File: config.mk
export PLATFORM = sky130hd
export DESIGN_NAME = utf8_to_latin1_transcoder
export DESIGN_NICKNAME = d
export VERILOG_FILES = /design/src/hw/rtl/u2l_pkg.sv /design/src/hw/rtl/utf8_to_latin1_transcoder.sv /design/src/hw/rtl/u2l_step.sv
export VERILOG_INCLUDE_DIRS = /design/src /design/src/hw/rtl
export SDC_FILE = /design/constraint.sdc
export NUM_CORES = 1
export LEC_CHECK = 0
export ABC_AREA = 1
export BUFFER_PORTS_ARGS = -buffer_cell sky130_fd_sc_hd__buf_2
export CORE_MARGIN = 5
export CORE_UTILIZATION = 55
export DETAILED_ROUTE_END_ITERATION = 6
export PLACE_DENSITY = 0.7
export SETUP_SLACK_MARGIN = 0.15
export SYNTH_ARGS = -nofsm -noshare
export SYNTH_HDL_FRONTEND = slang
export SYNTH_HIERARCHICAL = 1
export SYNTH_SLANG_ARGS = --single-unit
File: constraint.sdc
create_clock -name i_clk -period 3.35 [get_ports i_clk]
set_input_delay 0.1675 -clock i_clk [delete_from_list [all_inputs] [get_ports i_clk]]
set_output_delay 0.1675 -clock i_clk [all_outputs]
set_load 0.01 [all_outputs]
File: src/hw/rtl/utf8_to_latin1_transcoder_macros.svh
// Assertion macros for the transcoder RTL.
`ifndef UTF8_TO_LATIN1_TRANSCODER_MACROS_SVH
`define UTF8_TO_LATIN1_TRANSCODER_MACROS_SVH

// Checks that cons holds in the same cycle as ante.
`define U2L_ASSERT_NOW(label, clk, rst_n, ante, cons) \
    label: assert property (@(posedge clk) disable iff (!rst_n) (ante) |-> (cons)) \
        else $error("u2l assertion failed");

// Checks that cons holds in the cycle after ante.
`define U2L_ASSERT_NEXT(label, clk, rst_n, ante, cons) \
    label: assert property (@(posedge clk) disable iff (!rst_n) (ante) |=> (cons)) \
        else $error("u2l assertion failed");

`endif

File: src/hw/rtl/u2l_pkg.sv
// Types and constants shared by the UTF-8 to Latin-1 transcoder.
`default_nettype none
package u2l_pkg;

    localparam int unsigned RES_SLOTS = 3;

    localparam logic [1:0] MODE_STRICT  = 2'd0;
    localparam logic [1:0] MODE_IGNORE  = 2'd1;
    localparam logic [1:0] MODE_REPLACE = 2'd2;

    localparam logic [31:0] CP_MAX     = 32'h0010_FFFF;
    localparam logic [31:0] LATIN1_MAX = 32'd255;
    localparam logic [7:0]  QUESTION   = 8'h3F;

    typedef enum logic [1:0] {
        KIND_CHAR  = 2'd0,
        KIND_ERROR = 2'd1,
        KIND_DONE  = 2'd2
    } t_kind;

    typedef struct packed {
        logic [7:0] in_byte;
        logic       end_of_string;
    } t_in_item;

    typedef struct packed {
        logic [7:0] out_byte;
        t_kind      kind;
        logic       last;
    } t_out_item;

    typedef struct packed {
        logic [31:0] acc;
        logic        pending;
        logic        halted;
    } t_state;

endpackage
`default_nettype wire

File: src/hw/rtl/utf8_to_latin1_transcoder.sv
// A byte is registered at the input, decoded by u2l_step, and its results are held in
// the result register, from which they are output. Throughput: one byte per cycle
// while each byte gives at most one result and the output is not stalled; a byte that
// gives two or three results holds the input stage for that many output transfers.
// Reset (synchronous, active low) clears the decode state, the mode and both stages.
`default_nettype none
`include "utf8_to_latin1_transcoder_macros.svh"
module utf8_to_latin1_transcoder
    import u2l_pkg::*;
(
    input  wire logic       i_clk,
    input  wire logic       i_rst_n,
    input  wire logic       i_in_valid,
    output logic            o_in_stall,
    input  wire t_in_item   i_in_item,
    output logic            o_out_valid,
    input  wire logic       i_out_stall,
    output t_out_item       o_out_item,
    input  wire logic       i_cfg_valid,
    output logic            o_cfg_ready,
    input  wire logic [1:0] i_cfg_data
);

    logic                      r_in_valid;
    t_in_item                  r_in;
    t_state                    r_state;
    t_state                    n_state;
    logic [1:0]                r_mode;
    t_out_item [RES_SLOTS-1:0] r_res;
    t_out_item [RES_SLOTS-1:0] n_res;
    logic [1:0]                r_cnt;
    logic [1:0]                n_cnt;
    logic [1:0]                r_idx;
    logic                      buf_free;
    logic                      consume;
    logic                      in_xfer;
    logic                      out_xfer;

    u2l_step u_step (
        .i_state   (r_state),
        .i_item    (r_in),
        .i_mode    (r_mode),
        .o_next    (n_state),
        .o_results (n_res),
        .o_count   (n_cnt)
    );

    assign o_cfg_ready = 1'b1;
    assign o_out_valid = (r_idx != r_cnt);
    assign out_xfer    = o_out_valid && !i_out_stall;
    assign buf_free    = (r_idx == r_cnt) || (((r_idx + 2'd1) == r_cnt) && !i_out_stall);
    assign consume     = r_in_valid && buf_free;
    assign o_in_stall  = r_in_valid && !buf_free;
    assign in_xfer     = i_in_valid && !o_in_stall;

    always_comb begin
        unique case (r_idx)
            2'd0:    o_out_item = r_res[0];
            2'd1:    o_out_item = r_res[1];
            2'd2:    o_out_item = r_res[2];
            default: o_out_item = '0;
        endcase
    end

    always_ff @(posedge i_clk) begin
        if (!i_rst_n) begin
            r_in_valid <= 1'b0;
            r_state    <= '0;
            r_mode     <= MODE_STRICT;
            r_cnt      <= '0;
            r_idx      <= '0;
        end else begin
            if (i_cfg_valid && o_cfg_ready) begin
                r_mode <= i_cfg_data;
            end
            if (in_xfer) begin
                r_in_valid <= 1'b1;
            end else if (consume) begin
                r_in_valid <= 1'b0;
            end
            if (consume) begin
                r_state <= n_state;
                r_cnt   <= n_cnt;
                r_idx   <= '0;
            end else if (out_xfer) begin
                r_idx <= r_idx + 2'd1;
            end
        end
    end

    always_ff @(posedge i_clk) begin
        if (in_xfer) begin
            r_in <= i_in_item;
        end
        if (consume) begin
            r_res <= n_res;
        end
    end

    `U2L_ASSERT_NEXT(a_end_clears_state, i_clk, i_rst_n, consume && r_in.end_of_string,
        r_state == '0)
    `U2L_ASSERT_NOW(a_done_is_last, i_clk, i_rst_n,
        o_out_valid && (o_out_item.kind == KIND_DONE), o_out_item.last)
    `U2L_ASSERT_NOW(a_stall_needs_item, i_clk, i_rst_n, o_in_stall,
        r_in_valid && o_out_valid)

endmodule
`default_nettype wire

File: src/hw/rtl/u2l_step.sv
// Per-byte decode: state update and the list of results caused by one byte.
`default_nettype none
module u2l_step
    import u2l_pkg::*;
(
    input  wire t_state                      i_state,
    input  wire t_in_item                    i_item,
    input  wire logic [1:0]                  i_mode,
    output t_state                           o_next,
    output t_out_item [RES_SLOTS-1:0]        o_results,
    output logic [1:0]                       o_count
);

    typedef struct packed {
        logic      emit;
        logic      halt;
        t_out_item item;
    } t_flush;

    function automatic t_flush flush(input logic [31:0] cp, input logic [1:0] mode);
        t_flush f;
        f = '0;
        f.item.kind = KIND_CHAR;
        if (cp <= LATIN1_MAX) begin
            f.emit = 1'b1;
            f.item.out_byte = cp[7:0];
        end else if (cp <= CP_MAX) begin
            if (mode == MODE_STRICT) begin
                f.emit = 1'b1;
                f.halt = 1'b1;
                f.item.kind = KIND_ERROR;
            end else if (mode == MODE_REPLACE) begin
                f.emit = 1'b1;
                f.item.out_byte = QUESTION;
            end
        end
        return f;
    endfunction

    t_state                    st;
    t_flush                    fa;
    t_flush                    fb;
    t_out_item [RES_SLOTS-1:0] res;
    t_out_item                 done_item;
    logic [1:0]                cnt;
    logic [7:0]                b;

    assign b = i_item.in_byte;

    always_comb begin
        st = i_state;
        res = '0;
        cnt = '0;
        fa = flush(i_state.acc, i_mode);
        fb = '0;
        done_item = '0;
        done_item.kind = KIND_DONE;
        if (!st.halted) begin
            if (st.pending && (b[7:6] != 2'b10)) begin
                st.pending = 1'b0;
                if (fa.emit) begin
                    res[cnt] = fa.item;
                    cnt = cnt + 2'd1;
                end
                if (fa.halt) begin
                    st.halted = 1'b1;
                end
            end
            if (!st.halted) begin
                if (b == 8'd0) begin
                    st.halted = 1'b1;
                    st.pending = 1'b0;
                end else begin
                    priority if (b <= 8'h7F) begin
                        st.acc = {24'd0, b};
                    end else if (b <= 8'hBF) begin
                        st.acc = {st.acc[25:0], b[5:0]};
                    end else if (b <= 8'hDF) begin
                        st.acc = {27'd0, b[4:0]};
                    end else if (b <= 8'hEF) begin
                        st.acc = {28'd0, b[3:0]};
                    end else begin
                        st.acc = {29'd0, b[2:0]};
                    end
                    st.pending = 1'b1;
                end
            end
        end
        if (i_item.end_of_string) begin
            fb = flush(st.acc, i_mode);
            if (!st.halted && st.pending && fb.emit) begin
                res[cnt] = fb.item;
                cnt = cnt + 2'd1;
            end
            res[cnt] = done_item;
            cnt = cnt + 2'd1;
            st = '0;
        end
        if (cnt != 2'd0) begin
            res[cnt - 2'd1].last = 1'b1;
        end
    end

    assign o_next    = st;
    assign o_results = res;
    assign o_count   = cnt;

endmodule
`default_nettype wire

==> impl_metrics.toml, run 1 <==
[clock_network]
h-tree-depth = 3
cts.clk_slew.worst_paths_ns = 0.09
numCtsBuffers = 9
cts_tree = "yes"
cts_sinks = 83
clock-root-buffer = "clkbuf_8"
clk_path_buf_depth = 2
clk_latency_ns = 0.38

[worst_setup_path]
crit_type = "flip-flop to flip-flop"
worstPathRequired_ns = 3.66
end_kind = "flip-flop"
start_kind = "flip-flop"
r2r-start = "r_state[29]$_SDFFE_PN0P_"
cp_max_fo = 8
crit_arrival_ns = 3.32
crit_path_start = "r_state[29]$_SDFFE_PN0P_"

[sta]
tightest_slew_ns = 0.733
setup_viol = 0
layout_min_cycle_time_ns = 3.01
finalHoldViolations = 0
drv_slew = 0
rsz0062_at_grt = "false"
fin_setup_tns_ns = 0
fin_ws_ns = 0.342
max_freq_mhz = 332
max_slew_margin = 0.511
fin_skew_ns = 0.0107
fin_crit_sh = 0.898

[placed_design]
detailed_place_hpwl_mm = 8.61
pre_cts_slack_ns = 0.146
gp_congestion = 0.888
port_buffers = 28

[power_and_ir_drop]
power_density_nw_per_um2 = 600
p_seq_frac = 0.370
p_clk_frac = 0.200
p_switching_w = 0.00155
combPwrFrac = 0.429
power.internal_w = 0.00208
p_leak_nw = 2.74
p_sw_frac = 0.427
peakVddDrop_uv = 283

[drt]
drc = 0
post_drt_wl_per_cell_um = 13.3
drtPass1Iterations = 6
vias = 5081
dr.first_iter.drc_count = 335
drt-total-wl_mm = 12.9
ant_nets = 0
vias_per_cell = 5.24

[synth]
synthMuxAreaShare = 0.00362
ys_seq_area_frac = 0.376
synth_edf_count = 42
synth-xor-area-share = 0.00158
yosys.area_share.simple = 0.372
synth_area_um2 = 5530
yosysWarnings = 6
syn_area_per_cell_um2 = 6.85
synth_top_family_by_area = "simple AND/OR/NAND/NOR gates"
synth.most_common_cell = "nand2_1"
synth_compound_area_frac = 0.0878
yosysUniqueCellTypes = 38
yosysTopAreaCellShare = 0.228
yosys-top-cells-area = "edfxtp_1 23%, dfxtp_1 15%, nand2_1 12%"
netlist_instances = 807
synth_top_cells_by_count = "183 x nand2_1, 130 x nor2_1, 111 x inv_1"
synth_top_area_cell = "edfxtp_1"
synth_adder_area_share = 0.0158
synthArstFlopShare = 0
synth_top_flop_cell = "edfxtp_1"
ys_ff_latch = 83

[global_routing]
grt_use_total = 0.218
grt_max_degree = 74
overflow = 0
grt_pass1_vias = 4482
antenna_found_initial = 0
grt_pass1_wl_mm = 21.0

[floorplan]
die_y_um = 110
core_um2 = 9770
die_w_um = 110
ios = 30
std_cell_rows = 36
die_area_um2 = 12200
initial_core_util = 0.566

[layout]
area_delta_synth_final_pct = 9.43
layout.nets = 855
diodes = 0
drive_gt1_frac = 0.147

[min_path]
hold_start = "i_cfg_data[0]"
hold_class = "input pin to flip-flop"

[outcome]
status = "finished clean"

[flow_run]
maxCapViolations = 0
[critical path, cell delays in order (launching register included)]
cell     delay, ns
dfxtp_1       0.37
nor2_1        0.10
nand3_1       0.09
nor2_2        0.17
nand3_4       0.14
nand3_4       0.15
nand3_4       0.18
nand2_1       0.18
nand2_1       0.11
nor2_1        0.12
nand2_1       0.08
nor2_2        0.13
nand3_4       0.12
nand2_4       0.11
nand2_2       0.10
ha_4          0.26
nand2_1       0.06
inv_1         0.05
a21oi_2       0.14
inv_1         0.06
nand3_1       0.07
nand2_1       0.06
nor2_1        0.11
[power groups by stage]
| stage | clock network, W | logic (W) | registers [W] |
|---|---|---|---|
| 3_5_place_dp | 0 | 0.00147 | 0.00136 |
| 3_3_place_gp | 0 | 0.00145 | 0.00136 |
| 5_1_grt | 0.000788 | 0.00175 | 0.00136 |
| 6_report | 0.000728 | 0.00156 | 0.00134 |
| 2_1_floorplan | 0 | 0.00128 | 0.00133 |
| 4_1_cts | 0.000743 | 0.00149 | 0.00134 |
[per-stage QoR]
| stage | std cells | power [W] | hold slack (ns) | util | instance area (um2) |
|---|---|---|---|---|---|
| finish | 970 | 0.00363 | 0.0235 | 0.619 | 6050 |
| global route | 970 | 0.00390 | 0.0197 | 0.619 | 6050 |
| CTS | 961 | 0.00358 | 0.0175 | 0.605 | 5910 |
| detailed placement | 934 | 0.00283 | 0.346 | 0.572 | 5600 |
| global placement | 934 | 0.00280 | 0.344 | 0.572 | 5600 |
| floorplan | 817 | 0.00261 | 0.266 | - | 5570 |
[cells in the final DEF (no fill, tap or decap), drive strengths merged, types with 2 or more instances in the layout]
| cell type | n |
|---|---|
| o211ai | 2 |
| a21boi | 2 |
| nand2 | 195 |
| clkbuf | 9 |
| nor2 | 145 |
| nand3 | 90 |
| buf | 42 |
| clkinv | 4 |
| mux2i | 2 |
| dlygate4sd3 | 9 |
| inv | 120 |
| edfxtp | 42 |
| conb | 12 |
| dfxtp | 41 |
| o21ai | 29 |
| nand4 | 17 |
| nor3 | 4 |
| a21oi | 57 |
| clkinvlp | 2 |
| ha | 7 |
[area by class of cell]
class,count,area (um2)
fillers,919,3720
multi-input cells,567,2820
flip-flops and latches,83,2080
inverters,120,450
repair buffers,51,335
well taps,133,166
clock buffers,9,124
clock inverters,7,68.8
[kinds of logic (layout without fill, tap and decap cells)]
kind of cell	after synthesis	count (layout)
buffers and inverters	171	187
xor gates and xnor gates	1	1
other	2	12
AOI/OAI and AO/OA	92	92
adders and majority gates	7	7
and+or+nand+nor	449	453
DFF	83	83
muxes	2	2
[sequential cells by signal (all words and copies together), names as in the netlist]
signal      flops
r_in            9
r_res          33
r_mode          2
r_cnt           2
r_in_valid      1
r_state        34
r_idx           2
[final timing paths]
| path | to | slack [ns] | depth (start not counted) |
|---|---|---|---|
| max | r_cnt[0]$_SDFFE_PN0P_ | 0.34 | 22 |
| min reg2reg | r_state[7]$_SDFFE_PN0P_ | 0.50 | 2 |
| min | r_mode[0]$_SDFFE_PN0P_ | 0.02 | 3 |
| max reg2reg | r_cnt[0]$_SDFFE_PN0P_ | 0.34 | 22 |
[repair_timing]
| item | 4_1_cts | 5_1_grt |
|---|---|---|
| pin swaps | 1 | 4 |
| hold buffers | 9 | 0 |
| buffers inserted | 1 | 6 |
| gates cloned | 1 | 3 |
| setup endpoints to repair | 1 | 10 |
| gates resized for setup | 4 | 14 |
| hold endpoints to repair | 9 | 0 |
[per-layer routing]
| metal | vias to the layer above | share of wire | global-route usage |
|---|---|---|---|
| met1 | 2322 | 0.44 | 0.273 |
| met5 | - | 0 | 0 |
| met2 | 152 | 0.48 | 0.377 |
| met3 | 22 | 0.056 | 0.0507 |
| li1 | 2585 | - | - |
| met4 | 0 | 0.018 | 0.0624 |
(Power assumes the default switching activity.)
==> inputs of run 2 (changes only) <==
--- a/config.mk
+++ b/config.mk
@@ -12,6 +12,7 @@
 export CORE_UTILIZATION = 55
 export DETAILED_ROUTE_END_ITERATION = 6
 export PLACE_DENSITY = 0.7
+export RECOVER_POWER = 100
 export SETUP_SLACK_MARGIN = 0.15
 export SYNTH_ARGS = -nofsm -noshare
 export SYNTH_HDL_FRONTEND = slang
==> run 2 against run 1 <==
The run now ends with max-capacitance violations, max-slew violations left. Sequential cell count did not move. Maximum frequency fell by 1.2%. Combinational power is essentially flat. Register-to-register slack worse by 0.04 ns. First-iteration DRC count rose by 12%. Utilization fell by 0.33 points. Sequential power is essentially flat. Via count fell by 0.16%. Critical path depth unchanged. Die area did not move. Wire length decreased by 0.32%. Critical path type unchanged.
==> impl_metrics.toml, run 2 (synthesis results as in run 1) <==
[power_and_ir_drop]
p_sw_frac = 0.428
power_density_nw_per_um2 = 601
combPwrFrac = 0.427
power.total_w = 0.00362
p_leak_nw = 2.69
p_seq_frac = 0.372
peakVddDrop_uv = 282
p_clk_frac = 0.201
power.internal_w = 0.00207
p_switching_w = 0.00155

[placed_design]
pre_cts_slack_ns = 0.146
gp_congestion = 0.888
detailed_place_hpwl_mm = 8.61
port_buffers = 28

[worst_setup_path]
path_cells = "nor2_1, nand2_1, nor2_2, nand3_4, nand3_4, nand3_4, nand2_1, nand2_1, nor2_1, nand2_1, nor2_2, nand3_4, nand2_4, nand2_2, ha_4, nand2_1, inv_1, a21oi_2, inv_1, nand3_1, nand2_1, nor2_1"
cp_max_fo = 8
crit_path_start = "r_state[23]$_SDFFE_PN0P_"
crit_type = "flip-flop to flip-flop"
end_kind = "flip-flop"
start_kind = "flip-flop"
cp_top_family = "simple AND/OR/NAND/NOR gates"
slowest_stage = "dfxtp_1"
crit_arrival_ns = 3.35
timing.rr.end = "r_cnt[0]$_SDFFE_PN0P_"
r2r-start = "r_state[23]$_SDFFE_PN0P_"
slowest_delay_ns = 0.36
crit_top_cell = "nand2_1"
crit_buf_inv = 2
reg2reg_slack_ns = 0.31
worstPathRequired_ns = 3.66
r2r_cells = 22

[layout]
drive_gt1_frac = 0.125
diodes = 0
area_delta_synth_final_pct = 8.85
final_cell_mix = "177 x nand2_1, 127 x nor2_1, 112 x inv_1, 81 x nand3_1, 55 x a21oi_1"
final_common_cell = "nand2_1"
largest_reg_flops = 34
post-route-util = 0.616
layout.nets = 855
top_regs = "r_state: 34 flops, r_res: 33 flops, r_in: 9 flops"
largest_register = "r_state"

[sta]
tightest_slew_ns = 1.78
setup_viol = 0
fin_crit_sh = 0.909
fin_setup_tns_ns = 0
fin_ws_ns = 0.305
max_freq_mhz = 328
layout_min_cycle_time_ns = 3.04
rsz0062_at_grt = "false"
max_slew_margin = -0.190
drv_slew = 41
finalHoldViolations = 0
fin_skew_ns = 0.0111

[clock_network]
numCtsBuffers = 9
cts_sinks = 83
clk_path_buf_depth = 2
cts_tree = "yes"
clk_latency_ns = 0.37
clock-root-buffer = "clkbuf_8"
h-tree-depth = 3
cts.clk_slew.worst_paths_ns = 0.09

[floorplan]
std_cell_rows = 36
die_w_um = 110
die_area_um2 = 12200
core_um2 = 9770
ios = 30
die_y_um = 110
initial_core_util = 0.566

[outcome]
status = "finished, violations left"
violations = "max-capacitance violations, max-slew violations"

[drt]
post_drt_wl_per_cell_um = 13.3
drtPass1Iterations = 5
drc = 0
drt-total-wl_mm = 12.9
ant_nets = 0
vias_per_cell = 5.23
dr.first_iter.drc_count = 375
vias = 5073

[min_path]
worstHoldEndpoint = "r_mode[0]$_SDFFE_PN0P_"
hold_start = "i_cfg_data[0]"
hold_class = "input pin to flip-flop"
min_path_cells = 3

[global_routing]
antenna_found_initial = 0
grt_use_total = 0.218
grt_pass1_wl_mm = 21.0
grt_pass1_vias = 4482
grt_max_degree = 74
overflow = 0

[flow_run]
maxCapViolations = 1
==> run 2: worst register-to-register path, stage by stage, from the launching register on <==
cell,delay [ns]
dfxtp_1,0.36
nor2_1,0.13
nand2_1,0.08
nor2_2,0.17
nand3_4,0.14
nand3_4,0.15
nand3_4,0.18
nand2_1,0.17
nand2_1,0.11
nor2_1,0.12
nand2_1,0.08
nor2_2,0.13
nand3_4,0.12
nand2_4,0.11
nand2_2,0.11
ha_4,0.26
nand2_1,0.06
inv_1,0.05
a21oi_2,0.14
inv_1,0.06
nand3_1,0.07
nand2_1,0.06
nor2_1,0.14
==> run 2: repair_timing <==
| action | in CTS | in global routing |
|---|---|---|
| hold endpoints to repair | 9 | 0 |
| pin swaps | 1 | 4 |
| gates resized for setup | 4 | 14 |
| gates cloned | 1 | 3 |
| setup buffers | 1 | 6 |
| hold buffers | 9 | 0 |
| setup endpoints to repair | 1 | 10 |
==> run 2: cell type report <==
| type | count | area, um2 |
|---|---|---|
| Clock buffer | 9 | 124 |
| Inverter | 120 | 450 |
| Fill cell | 932 | 3750 |
| Tap cell | 133 | 166 |
| Sequential cell | 83 | 2080 |
| Clock inverter | 7 | 68.8 |
| Timing Repair Buffer | 51 | 308 |
| Multi-Input combinational cell | 567 | 2820 |
==> run 2: power by group through the flow <==
stage	Sequential, W	Combinational (W)	Clock [W]
final	0.00134	0.00154	0.000728
after global routing	0.00136	0.00174	0.000788
after CTS	0.00134	0.00149	0.000743
after detailed placement	0.00136	0.00147	0
after global placement	0.00136	0.00145	0
after floorplan	0.00133	0.00128	0
==> run 2: routing by layer <==
layer	up-vias	routed length, um	GRT usage
met5	-	0	0
met4	0	240	0.0624
met3	26	798	0.0507
met2	172	6200	0.377
met1	2287	5650	0.273
li1	2588	-	-
==> run 2: through the flow <==
step                instance area [um2]  hold WS (ns)  cells
CTS                                5910        0.0175    961
detailed placement                 5600         0.346    934
global route                       6020        0.0197    970
floorplan                          5570         0.266    817
global placement                   5600         0.344    934
finish                             6020        0.0231    970
==> run 2: worst max-delay path by stage <==
stage	end	slack [ns]	cells past startpoint
global placement	r_cnt[0]$_SDFFE_PN0P_	0.25	18
global route	r_cnt[0]$_SDFFE_PN0P_	0.05	22
CTS	r_cnt[0]$_SDFFE_PN0P_	0.16	22
finish	r_cnt[0]$_SDFFE_PN0P_	0.31	22
floorplan	r_res[11]$_DFFE_PP_	0.63	18
detailed placement	r_cnt[0]$_SDFFE_PN0P_	0.15	18
